File: src/rtl/core/soft_knee_peak_limiter_macros.svh
// Assertion macros for the soft-knee peak limiter.
// Used by files that carry concurrent checks; no other dependencies.
`ifndef SOFT_KNEE_PEAK_LIMITER_MACROS_SVH
`define SOFT_KNEE_PEAK_LIMITER_MACROS_SVH
`ifndef SYNTHESIS
// check gated off while reset is active
`define SKPL_ASSERT(lbl, clk, rst_n, prop, msg) \
    lbl: assert property (@(posedge clk) disable iff (!rst_n) prop) else $error(msg);
// check that also runs during reset
`define SKPL_ASSERT_ALWAYS(lbl, clk, prop, msg) \
    lbl: assert property (@(posedge clk) prop) else $error(msg);
`else
`define SKPL_ASSERT(lbl, clk, rst_n, prop, msg)
`define SKPL_ASSERT_ALWAYS(lbl, clk, prop, msg)
`endif
`endif

File: src/rtl/core/skpl_pkg.sv
// Shared constants and controller/datapath interface types for the limiter.
// No dependencies.
package skpl_pkg;

    localparam int SAMPLE_W         = 16;
    localparam int THR_W            = 15;
    localparam int MAG_W            = 17;
    localparam int QUOT_W           = 17;
    localparam int DIV_STEPS        = 17;
    localparam int CNT_W            = 5;
    localparam int TANH_ENTRIES_DEF = 256;

    localparam logic [THR_W-1:0] KNEE_MIN     = 15'd16384;
    localparam logic [THR_W-1:0] KNEE_MAX     = 15'd32440;
    localparam logic [THR_W-1:0] THRESH_RESET = 15'd29491;

    // controller -> datapath commands
    typedef struct packed {
        logic load;      // capture a new sample, update peak
        logic div_step;  // one restoring divide step
        logic map;       // ratio -> table position
        logic rd;        // table read
        logic interp;    // linear interpolation
        logic mul;       // scale by headroom
        logic fin;       // load output register
    } t_dp_cmd;

    // datapath -> controller status
    typedef struct packed {
        logic over_knee; // captured sample lies above the knee
    } t_dp_sts;

endpackage

File: src/rtl/core/soft_knee_peak_limiter.sv
// Soft-knee tanh peak limiter with running peak meter.
//
// Input stream: i_s_tdata carries one signed Q1.15 sample, i_s_tlast marks
// the last sample of a buffer. Output stream: o_m_tdata carries the limited
// sample in bits 15:0 and the buffer peak magnitude in bits 31:16; o_m_tlast
// copies the input mark, and the peak on that transaction is final for the
// buffer (the meter restarts from zero afterwards).
// The knee register is written through i_cfg_we/i_cfg_wdata; the user must write it
// only while idle, as the block does not enforce this. It is clamped internally to 0.5..0.99.
// A sample at or below the knee goes from the check straight to the output
// register; one above it first passes the restoring divider that forms
// overage/headroom, then the table map and read, interpolation and scaling. One
// item is in flight at a time: a new transaction is taken only once the last is done.
// The output register holds a finished result while the next sample is
// accepted and processed; a stalled receiver only holds the block at the last
// step of the following item.
// Reset (synchronous, active low): knee returns to 29491, peak to zero,
// output empty, input ready.
// Depends on skpl_pkg, skpl_ctrl, skpl_dp and the assertion macro header.
`include "soft_knee_peak_limiter_macros.svh"

module soft_knee_peak_limiter #(
    parameter int TANH_ENTRIES = skpl_pkg::TANH_ENTRIES_DEF
) (
    input  logic        i_clk,
    input  logic        i_rst_n,
    input  logic        i_cfg_we,
    input  logic [14:0] i_cfg_wdata,   // threshold
    input  logic        i_s_tvalid,
    output logic        o_s_tready,
    input  logic [15:0] i_s_tdata,     // [15:0] in_sample
    input  logic        i_s_tlast,
    output logic        o_m_tvalid,
    input  logic        i_m_tready,
    output logic [31:0] o_m_tdata,     // [15:0] out_sample, [31:16] peak_level
    output logic        o_m_tlast
);

    skpl_pkg::t_dp_cmd cmd;
    skpl_pkg::t_dp_sts sts;
    logic [15:0]       out_sample;
    logic [15:0]       out_peak;

    skpl_ctrl u_ctrl (
        .i_clk      (i_clk),
        .i_rst_n    (i_rst_n),
        .i_s_tvalid (i_s_tvalid),
        .o_s_tready (o_s_tready),
        .o_m_tvalid (o_m_tvalid),
        .i_m_tready (i_m_tready),
        .i_sts      (sts),
        .o_cmd      (cmd)
    );

    skpl_dp #(
        .TANH_ENTRIES (TANH_ENTRIES)
    ) u_dp (
        .i_clk        (i_clk),
        .i_rst_n      (i_rst_n),
        .i_cfg_we     (i_cfg_we),
        .i_cfg_wdata  (i_cfg_wdata),
        .i_sample     (i_s_tdata),
        .i_last       (i_s_tlast),
        .i_cmd        (cmd),
        .o_sts        (sts),
        .o_out_sample (out_sample),
        .o_out_peak   (out_peak),
        .o_out_last   (o_m_tlast)
    );

    assign o_m_tdata = {out_peak, out_sample};

    // checks
    `SKPL_ASSERT_ALWAYS(a_reset_state, i_clk, !i_rst_n |=> o_s_tready && !o_m_tvalid, "block not idle after reset")
    `SKPL_ASSERT(a_busy_after_accept, i_clk, i_rst_n, i_s_tvalid && o_s_tready |=> !o_s_tready, "accepted a second transaction while busy")
    `SKPL_ASSERT(a_one_cmd, i_clk, i_rst_n, $onehot0({cmd.div_step, cmd.map, cmd.rd, cmd.interp, cmd.mul, cmd.fin}), "overlapping datapath commands")
    `SKPL_ASSERT(a_peak_range, i_clk, i_rst_n, o_m_tvalid |-> o_m_tdata[31:16] <= 16'd32768, "peak level out of range")

endmodule

File: src/rtl/core/skpl_ctrl.sv
// Sequencer for the limiter: handshakes and datapath step control.
// Depends on skpl_pkg.
module skpl_ctrl (
    input  logic              i_clk,
    input  logic              i_rst_n,
    input  logic              i_s_tvalid,
    output logic              o_s_tready,
    output logic              o_m_tvalid,
    input  logic              i_m_tready,
    input  skpl_pkg::t_dp_sts i_sts,
    output skpl_pkg::t_dp_cmd o_cmd
);

    localparam logic [2:0] ST_IDLE   = 3'd0;
    localparam logic [2:0] ST_CHK    = 3'd1;
    localparam logic [2:0] ST_DIV    = 3'd2;
    localparam logic [2:0] ST_MAP    = 3'd3;
    localparam logic [2:0] ST_RD     = 3'd4;
    localparam logic [2:0] ST_INTERP = 3'd5;
    localparam logic [2:0] ST_MUL    = 3'd6;
    localparam logic [2:0] ST_FIN    = 3'd7;

    localparam logic [skpl_pkg::CNT_W-1:0] CNT_LAST =
        skpl_pkg::CNT_W'(skpl_pkg::DIV_STEPS - 1);

    logic [2:0]                 r_state, n_state;
    logic [skpl_pkg::CNT_W-1:0] r_cnt, n_cnt;
    logic                       r_m_valid, n_m_valid;
    logic                       s_fire;
    logic                       fin_ok;

    assign s_fire = i_s_tvalid && (r_state == ST_IDLE);
    assign fin_ok = !r_m_valid || i_m_tready;

    // next state and divide step count
    always_comb begin
        n_state = r_state;
        n_cnt   = r_cnt;
        case (r_state)
            ST_IDLE: begin
                if (s_fire) begin
                    n_state = ST_CHK;
                end
            end
            ST_CHK: begin
                n_cnt   = '0;
                n_state = i_sts.over_knee ? ST_DIV : ST_FIN;
            end
            ST_DIV: begin
                n_cnt = r_cnt + 1'b1;
                if (r_cnt == CNT_LAST) begin
                    n_state = ST_MAP;
                end
            end
            ST_MAP:    n_state = ST_RD;
            ST_RD:     n_state = ST_INTERP;
            ST_INTERP: n_state = ST_MUL;
            ST_MUL:    n_state = ST_FIN;
            ST_FIN: begin
                if (fin_ok) begin
                    n_state = ST_IDLE;
                end
            end
            default:   n_state = ST_IDLE;
        endcase
    end

    // output valid: set when a result lands, cleared when taken
    always_comb begin
        n_m_valid = r_m_valid;
        if (r_m_valid && i_m_tready) begin
            n_m_valid = 1'b0;
        end
        if ((r_state == ST_FIN) && fin_ok) begin
            n_m_valid = 1'b1;
        end
    end

    always_ff @(posedge i_clk) begin
        if (!i_rst_n) begin
            r_state   <= ST_IDLE;
            r_cnt     <= '0;
            r_m_valid <= 1'b0;
        end else begin
            r_state   <= n_state;
            r_cnt     <= n_cnt;
            r_m_valid <= n_m_valid;
        end
    end

    // command decode
    always_comb begin
        o_cmd          = '0;
        o_cmd.load     = s_fire;
        o_cmd.div_step = (r_state == ST_DIV);
        o_cmd.map      = (r_state == ST_MAP);
        o_cmd.rd       = (r_state == ST_RD);
        o_cmd.interp   = (r_state == ST_INTERP);
        o_cmd.mul      = (r_state == ST_MUL);
        o_cmd.fin      = (r_state == ST_FIN) && fin_ok;
    end

    assign o_s_tready = (r_state == ST_IDLE);
    assign o_m_tvalid = r_m_valid;

endmodule

File: src/rtl/core/skpl_dp.sv
// Datapath for the limiter: knee clamp, peak tracking, serial divider,
// tanh table with interpolation, headroom scaling. Depends on skpl_pkg.
module skpl_dp #(
    parameter int TANH_ENTRIES = skpl_pkg::TANH_ENTRIES_DEF
) (
    input  logic                            i_clk,
    input  logic                            i_rst_n,
    input  logic                            i_cfg_we,
    input  logic [skpl_pkg::THR_W-1:0]      i_cfg_wdata,
    input  logic [skpl_pkg::SAMPLE_W-1:0]   i_sample,
    input  logic                            i_last,
    input  skpl_pkg::t_dp_cmd               i_cmd,
    output skpl_pkg::t_dp_sts               o_sts,
    output logic [skpl_pkg::SAMPLE_W-1:0]   o_out_sample,
    output logic [skpl_pkg::SAMPLE_W-1:0]   o_out_peak,
    output logic                            o_out_last
);

    localparam int IDX_W    = $clog2(TANH_ENTRIES);
    localparam int TANH_DEN = TANH_ENTRIES - 1;
    localparam int PROD_W   = skpl_pkg::QUOT_W + IDX_W;
    localparam logic [63:0] ONE_Q30 = 64'd1 << 30;

    typedef logic [15:0] t_tanh_rom [TANH_ENTRIES];

    // shift-and-subtract quotient, used only while building the table
    function automatic logic [63:0] udiv_u64(input logic [63:0] num, input logic [63:0] dvs);
        logic [63:0] q, r;
        q = '0;
        r = '0;
        for (int b = 63; b >= 0; b--) begin
            r = {r[62:0], num[b]};
            if (r >= dvs) begin
                r    = r - dvs;
                q[b] = 1'b1;
            end
        end
        return q;
    endfunction

    // one table entry: odd series at a sixteenth of the argument, then four
    // double-angle steps, rounded to Q1.15
    function automatic logic [15:0] tanh_entry(input int unsigned k);
        logic [63:0] x, a, a2, a3, a5, a7, a9, t, den;
        x  = udiv_u64(64'(k) << 31, 64'(TANH_DEN));
        a  = x >> 4;
        a2 = (a * a) >> 30;
        a3 = (a * a2) >> 30;
        a5 = (a3 * a2) >> 30;
        a7 = (a5 * a2) >> 30;
        a9 = (a7 * a2) >> 30;
        t  = a + (64'd2 * a5) / 64'd15 + (64'd62 * a9) / 64'd2835
             - a3 / 64'd3 - (64'd17 * a7) / 64'd315;
        for (int i = 0; i < 4; i++) begin
            den = ONE_Q30 + ((t * t) >> 30);
            t   = udiv_u64(t << 31, den);
        end
        t = (t + 64'd16384) >> 15;
        if (t > 64'd32768) begin
            t = 64'd32768;
        end
        return t[15:0];
    endfunction

    function automatic t_tanh_rom build_rom();
        t_tanh_rom rom;
        for (int k = 0; k < TANH_ENTRIES; k++) begin
            rom[k] = tanh_entry(k);
        end
        return rom;
    endfunction

    localparam t_tanh_rom TANH_ROM = build_rom();

    logic [skpl_pkg::THR_W-1:0]    r_threshold;
    logic [skpl_pkg::SAMPLE_W-1:0] r_peak, n_peak;
    logic [skpl_pkg::SAMPLE_W-1:0] r_sample;
    logic                          r_last;
    logic [skpl_pkg::THR_W-1:0]    r_knee, knee_c;
    logic [skpl_pkg::THR_W-1:0]    r_head;
    logic                          r_over_knee;
    logic [15:0]                   r_rem;
    logic [skpl_pkg::QUOT_W-1:0]   r_quot;
    logic [IDX_W-1:0]              r_idx;
    logic [15:0]                   r_frac;
    logic [15:0]                   r_lo, r_hi;
    logic [16:0]                   r_tanh;
    logic [16:0]                   r_comp;
    logic [skpl_pkg::SAMPLE_W-1:0] r_out_sample, r_out_peak;
    logic [skpl_pkg::SAMPLE_W-1:0] r_out_peak_hold;
    logic                          r_out_last;

    logic [skpl_pkg::MAG_W-1:0]    mag;
    logic [skpl_pkg::THR_W-1:0]    over;
    logic [15:0]                   rem_sub;
    logic                          q_bit;
    logic [PROD_W-1:0]             n_prod, n_pos;
    logic [IDX_W-1:0]              n_idx_hi;
    logic [15:0]                   n_diff;
    logic [31:0]                   n_ip;
    logic [32:0]                   n_ipr;
    logic [16:0]                   n_tanh;
    logic [31:0]                   n_mp;
    logic [32:0]                   n_mpr;
    logic [16:0]                   n_y;
    logic [skpl_pkg::SAMPLE_W-1:0] n_out_sample;

    // knee clamp
    always_comb begin
        knee_c = r_threshold;
        if (r_threshold < skpl_pkg::KNEE_MIN) begin
            knee_c = skpl_pkg::KNEE_MIN;
        end else if (r_threshold > skpl_pkg::KNEE_MAX) begin
            knee_c = skpl_pkg::KNEE_MAX;
        end
    end

    // magnitude, overage and running peak
    assign mag    = i_sample[15] ? (17'h10000 - {1'b0, i_sample}) : {1'b0, i_sample};
    assign over   = skpl_pkg::THR_W'(mag - {2'b00, knee_c});
    assign n_peak = (mag[15:0] > r_peak) ? mag[15:0] : r_peak;

    // threshold register and peak state
    always_ff @(posedge i_clk) begin
        if (!i_rst_n) begin
            r_threshold <= skpl_pkg::THRESH_RESET;
            r_peak      <= '0;
        end else begin
            if (i_cfg_we) begin
                r_threshold <= i_cfg_wdata;
            end
            if (i_cmd.load) begin
                r_peak <= i_last ? '0 : n_peak;
            end
        end
    end

    // restoring divide step: one quotient bit per cycle
    assign q_bit   = (r_rem >= {1'b0, r_head});
    assign rem_sub = q_bit ? (r_rem - {1'b0, r_head}) : r_rem;

    // ratio to table position
    assign n_prod   = PROD_W'(r_quot) * PROD_W'(TANH_DEN);
    assign n_pos    = n_prod >> 1;
    assign n_idx_hi = r_idx + IDX_W'(1);

    // interpolation between neighboring entries
    assign n_diff = (r_hi >= r_lo) ? (r_hi - r_lo) : 16'd0;
    assign n_ip   = n_diff * r_frac;
    assign n_ipr  = {1'b0, n_ip} + 33'd32768;
    assign n_tanh = {1'b0, r_lo} + n_ipr[32:16];

    // scale back by headroom, round half up
    assign n_mp  = 32'(r_tanh) * 32'(r_head);
    assign n_mpr = {1'b0, n_mp} + 33'd16384;

    // final sum, saturation and sign
    assign n_y = 17'(r_knee) + r_comp;
    always_comb begin
        n_out_sample = r_sample;
        if (r_over_knee) begin
            if (r_sample[15]) begin
                n_out_sample = (n_y > 17'd32768) ? 16'h8000 : 16'(17'h10000 - n_y);
            end else begin
                n_out_sample = (n_y > 17'd32767) ? 16'h7FFF : n_y[15:0];
            end
        end
    end

    // payload pipeline
    always_ff @(posedge i_clk) begin
        if (i_cmd.load) begin
            r_sample    <= i_sample;
            r_last      <= i_last;
            r_knee      <= knee_c;
            r_head      <= skpl_pkg::THR_W'(16'h8000 - {1'b0, knee_c});
            r_over_knee <= (mag > {2'b00, knee_c});
            r_rem       <= {1'b0, over};
            r_quot      <= '0;
            r_out_peak  <= n_peak;
        end
        if (i_cmd.div_step) begin
            r_rem  <= {rem_sub[14:0], 1'b0};
            r_quot <= {r_quot[skpl_pkg::QUOT_W-2:0], q_bit};
        end
        if (i_cmd.map) begin
            r_idx  <= n_pos[16 +: IDX_W];
            r_frac <= n_pos[15:0];
        end
        if (i_cmd.rd) begin
            r_lo <= TANH_ROM[r_idx];
            r_hi <= TANH_ROM[n_idx_hi];
        end
        if (i_cmd.interp) begin
            r_tanh <= n_tanh;
        end
        if (i_cmd.mul) begin
            r_comp <= n_mpr[31:15];
        end
        if (i_cmd.fin) begin
            r_out_sample <= n_out_sample;
            r_out_last   <= r_last;
        end
    end

    // peak of the delivered result is the one captured with its sample
    assign o_sts.over_knee = r_over_knee;
    assign o_out_sample    = r_out_sample;
    assign o_out_peak      = r_out_peak_hold;

    always_ff @(posedge i_clk) begin
        if (i_cmd.fin) begin
            r_out_peak_hold <= r_out_peak;
        end
    end

    assign o_out_last = r_out_last;

endmodule

File: config.mk
export PLATFORM = sky130hd
export DESIGN_NAME = soft_knee_peak_limiter
export DESIGN_NICKNAME = d
export VERILOG_FILES = /design/src/rtl/core/skpl_pkg.sv /design/src/rtl/core/soft_knee_peak_limiter.sv /design/src/rtl/core/skpl_ctrl.sv /design/src/rtl/core/skpl_dp.sv
export VERILOG_INCLUDE_DIRS = /design/src /design/src/rtl/core
export SDC_FILE = /design/constraint.sdc
export NUM_CORES = 2
export LEC_CHECK = 0
export BUFFER_PORTS_ARGS = -buffer_cell sky130_fd_sc_hd__clkbuf_2
export CAP_MARGIN = 15
export CORE_MARGIN = 5
export CORE_UTILIZATION = 45
export DETAILED_ROUTE_END_ITERATION = 10
export REMOVE_ABC_BUFFERS = 1
export SLEW_MARGIN = 25
export SYNTH_ARGS = -nofsm -noshare
export SYNTH_HDL_FRONTEND = slang
export SYNTH_SLANG_ARGS = --single-unit
File: constraint.sdc
create_clock -name i_clk -period 9.25 [get_ports i_clk]
set_clock_uncertainty 0.05 [all_clocks]
set_input_delay 0.925 -clock i_clk [delete_from_list [all_inputs] [get_ports i_clk]]
set_output_delay 0.925 -clock i_clk [all_outputs]
set_load 0.03 [all_outputs]
==> metrics.cfg <==
[floorplan]
core.rowCount = 111
initial_core_util_pct = 45.4
io_pins = 72
die_height_um = 314
die_w_um = 314
design.core.area_um2 = 91700
die_area_um2 = 98700

[drt]
avgViaCountPerCell = 5.94
wl_per_cell_um = 21.6
route.antenna.remaining_nets = 0
dr_total_vias = 36500
drt_first_iter_violations = 4013
finalWirelength_mm = 132
drt_pre_antenna_iters = 8
drc_errors = 0

[synthesis]
post_synth_num_cell_types = 99
yosysWarnings = 0
post_synth_instance_area_um2 = 41600
synth_ff_type = edfxtp_1
synth-seq-cells = 257
synthDominantAreaCellType = fa_1
netlist_instances = 4874
netlist.area_leader.share_pct = 22.5
synth_edf_count = 216
synth.avg_cell_area_um2 = 8.54
yosys-top-cells-count = inv_1, nand2_1, fa_1
synth.most_common_cell = inv_1
async_reset_ff_share_pct = 0
synth.area.top_cells = fa_1, edfxtp_1, ha_1
seq_area_frac_synth_pct = 17.6

[critical_path]
critical_path.most_common_cell = fa_1
origin_of_the_worst_setup_path = u_dp.r_hi[0]
crit_end = u_dp.r_tanh[14]
worst-setup-path-type = flop to flop
critical_path.endpoint_type = flop
reg_to_reg_slack_setup_ns = -0.04
timing.rr.end = u_dp.r_tanh[14]
timing.critical_path.required_ns = 9.56
r2r_cells = 42
crit_path_max_incr_delay_ns = 0.55
cpMaxStageDelayCell = fa_1
critPathArrivalTime_ns = 9.59
critical_path.reg2reg.startpoint = u_dp.r_hi[0]
critPathMaxFanout = 5
startpoint_type = flop

[run_status]
violations = negative setup slack
run_status = finished, violations left

[sta]
grt_setup_unrepaired = true
finalSetupViolations = 3
max_clock_freq_mhz = 108
drv_slew = 0
timing.final.ws_setup_ns = -0.0354
tightest_slew_ns = 1.08
post-route-period-util_pct = 100
period_needed_ns = 9.29
report.final.hold_viol_count = 0
slew_headroom_pct = 28.2

[cts]
cts.clk_slew.worst_paths_ns = 0.06
cts_tree = done
ctsHtreeMaxLevel = 1
cts_root_buffer = clkbuf_16
insertion_delay_ns = 0.62
number_of_clock_sinks = 257
cts-root-to-sink-buffers = 3
numCtsBuffers = 31

[place]
gpl.final_weighted_congestion = 0.961
dpl_cell_area_um2 = 44100
port-buffer-count = 71
dp_hpwl_mm = 99.4

[global_routing]
globalRoute.totalOverflow = 0
grt_first_pass_wirelength_mm = 206
grt_max_degree = 176
antenna_found_initial = 5
grtUsageTotal_pct = 26.1
number_of_global_route_vias_before_repair = 35900

[layout]
finalInstanceArea_um2 = 45900
layout.nets = 5830
syn_to_final_growth_pct = 10.4
post_route_cells_drive_above_1_share_pct = 11.0

[worst_hold_path]
whs_path_depth = 0
hold_path_class = flop to flop

[job]
timing.max_cap.violations = 0

==> registers in the layout (all words and copies together) (netlist names), 8 cells and up <==
| register | flops |
|---|---|
| u_dp.r_rem | 16 |
| u_dp.r_peak | 16 |
| u_dp.r_lo | 15 |
| u_dp.r_comp | 17 |
| u_dp.o_out_sample | 16 |
| u_dp.r_knee | 14 |
| u_dp.r_sample | 16 |
| u_dp.r_hi | 15 |
| u_dp.r_out_peak | 16 |
| u_dp.r_head | 15 |
| u_dp.r_quot | 17 |
| u_dp.r_idx | 8 |
| u_dp.r_frac | 16 |
| u_dp.r_tanh | 17 |
| u_dp.r_threshold | 15 |
| u_dp.o_out_peak | 16 |
==> cell type report <==
type                            instances  area (µm²)
Timing Repair Buffer                  319        2280
Multi-Input combinational cell       3629       31100
Fill cell                            8835       45700
Clock buffer                           37         828
Sequential cell                       257        7310
Inverter                              687        2580
Clock inverter                         20         292
Antenna cell                            2        5.00
Tap cell                             1186        1480
==> layer usage <==
layer  vias up  track usage, %  wire [µm]
met5         -               0         21
met4         4            8.74       5590
met1     17700            35.7      55400
met2      1666            42.8      60600
met3       327            3.90      10800
li1      16700               -          -
==> through the flow <==
step                util (%)  setup TNS (ns)  hold WS (ns)  std cells  worst slack [ns]
floorplan                  -          -12.82         0.350       4572             -1.26
global placement        48.1           -2.51         0.352       6059            -0.539
detailed placement      48.1           -3.40         0.355       6059            -0.712
CTS                     49.7          -0.158         0.367       6124            -0.124
global route            50.1           -1.57         0.374       6135            -0.363
finish                  50.1         -0.0670         0.365       6137           -0.0354
==> timing repair <==
action,in CTS,in global routing
gates resized for setup,63,70
setup endpoints to repair,10,8
setup buffers,8,14
hold buffers,0,0
cloned,1,0
pin swaps,52,55
==> cell usage in the layout, fill, tap and decap left out, types with 38 or more instances in the layout <==
cell type  netlist  layout
a211oi_1        79      76
a21o_1          60      59
a21oi_1        279     273
a31oi_1         54      52
and2_1         127     124
and3_1          97      94
buf_4            2     235
clkbuf_2         0      71
dfxtp_1         41      41
edfxtp_1       216     216
fa_1           468     462
ha_1           400     389
inv_1          684     670
nand2_1        550     543
nand3_1        103     100
nand4_1         38      38
nor2_1         305     302
nor3_1          70      67
o211ai_1        46      46
o21ai_0        244     232
xnor2_1         94      82
xor2_1          49      44
==> how the worst min path moves through the flow <==
stage | from | endpoint | slack, ns
after global routing | u_dp.r_out_peak[13] | u_dp.o_out_peak[13] | 0.37
final | u_dp.r_out_peak[6] | u_dp.o_out_peak[6] | 0.37
after detailed placement | u_dp.r_last | u_dp.o_out_last | 0.35
after floorplan | u_dp.r_last | u_dp.o_out_last | 0.35
after CTS | u_dp.r_out_peak[6] | u_dp.o_out_peak[6] | 0.37
after global placement | u_dp.r_out_peak[10] | u_dp.o_out_peak[10] | 0.35
==> worst max-delay path: cells and delay by family, from the launching register on <==
family / cells / cell delay, ns
AOI/OAI and AO/OA: 16 / 2.62
buffers and inverters: 8 / 0.75
xor gates and xnor gates: 3 / 0.43
and+or+nand+nor: 5 / 0.77
adders and majority gates: 10 / 4.02
DFF: 1 / 0.37
==> logic make-up (layout without fill, tap and decap cells) <==
| family | count (synthesis) | in the layout | share of synthesized area [%] |
|---|---|---|---|
| AND/OR/NAND/NOR | 1456 | 1456 | 16.5 |
| adder cells (fa/ha/maj) | 870 | 870 | 34.6 |
| AO/OA/AOI/OAI | 1098 | 1099 | 17.3 |
| other | 2 | 4 | 0.0180 |
| flip-flops | 257 | 257 | 17.6 |
| XOR/XNOR | 145 | 145 | 3.09 |
| buffers and inverters | 989 | 1063 | 9.03 |
| multiplexers | 57 | 57 | 1.84 |
Power is not shown: default switching activity piles up to over one toggle a cycle in this logic, so the estimate is an artifact.
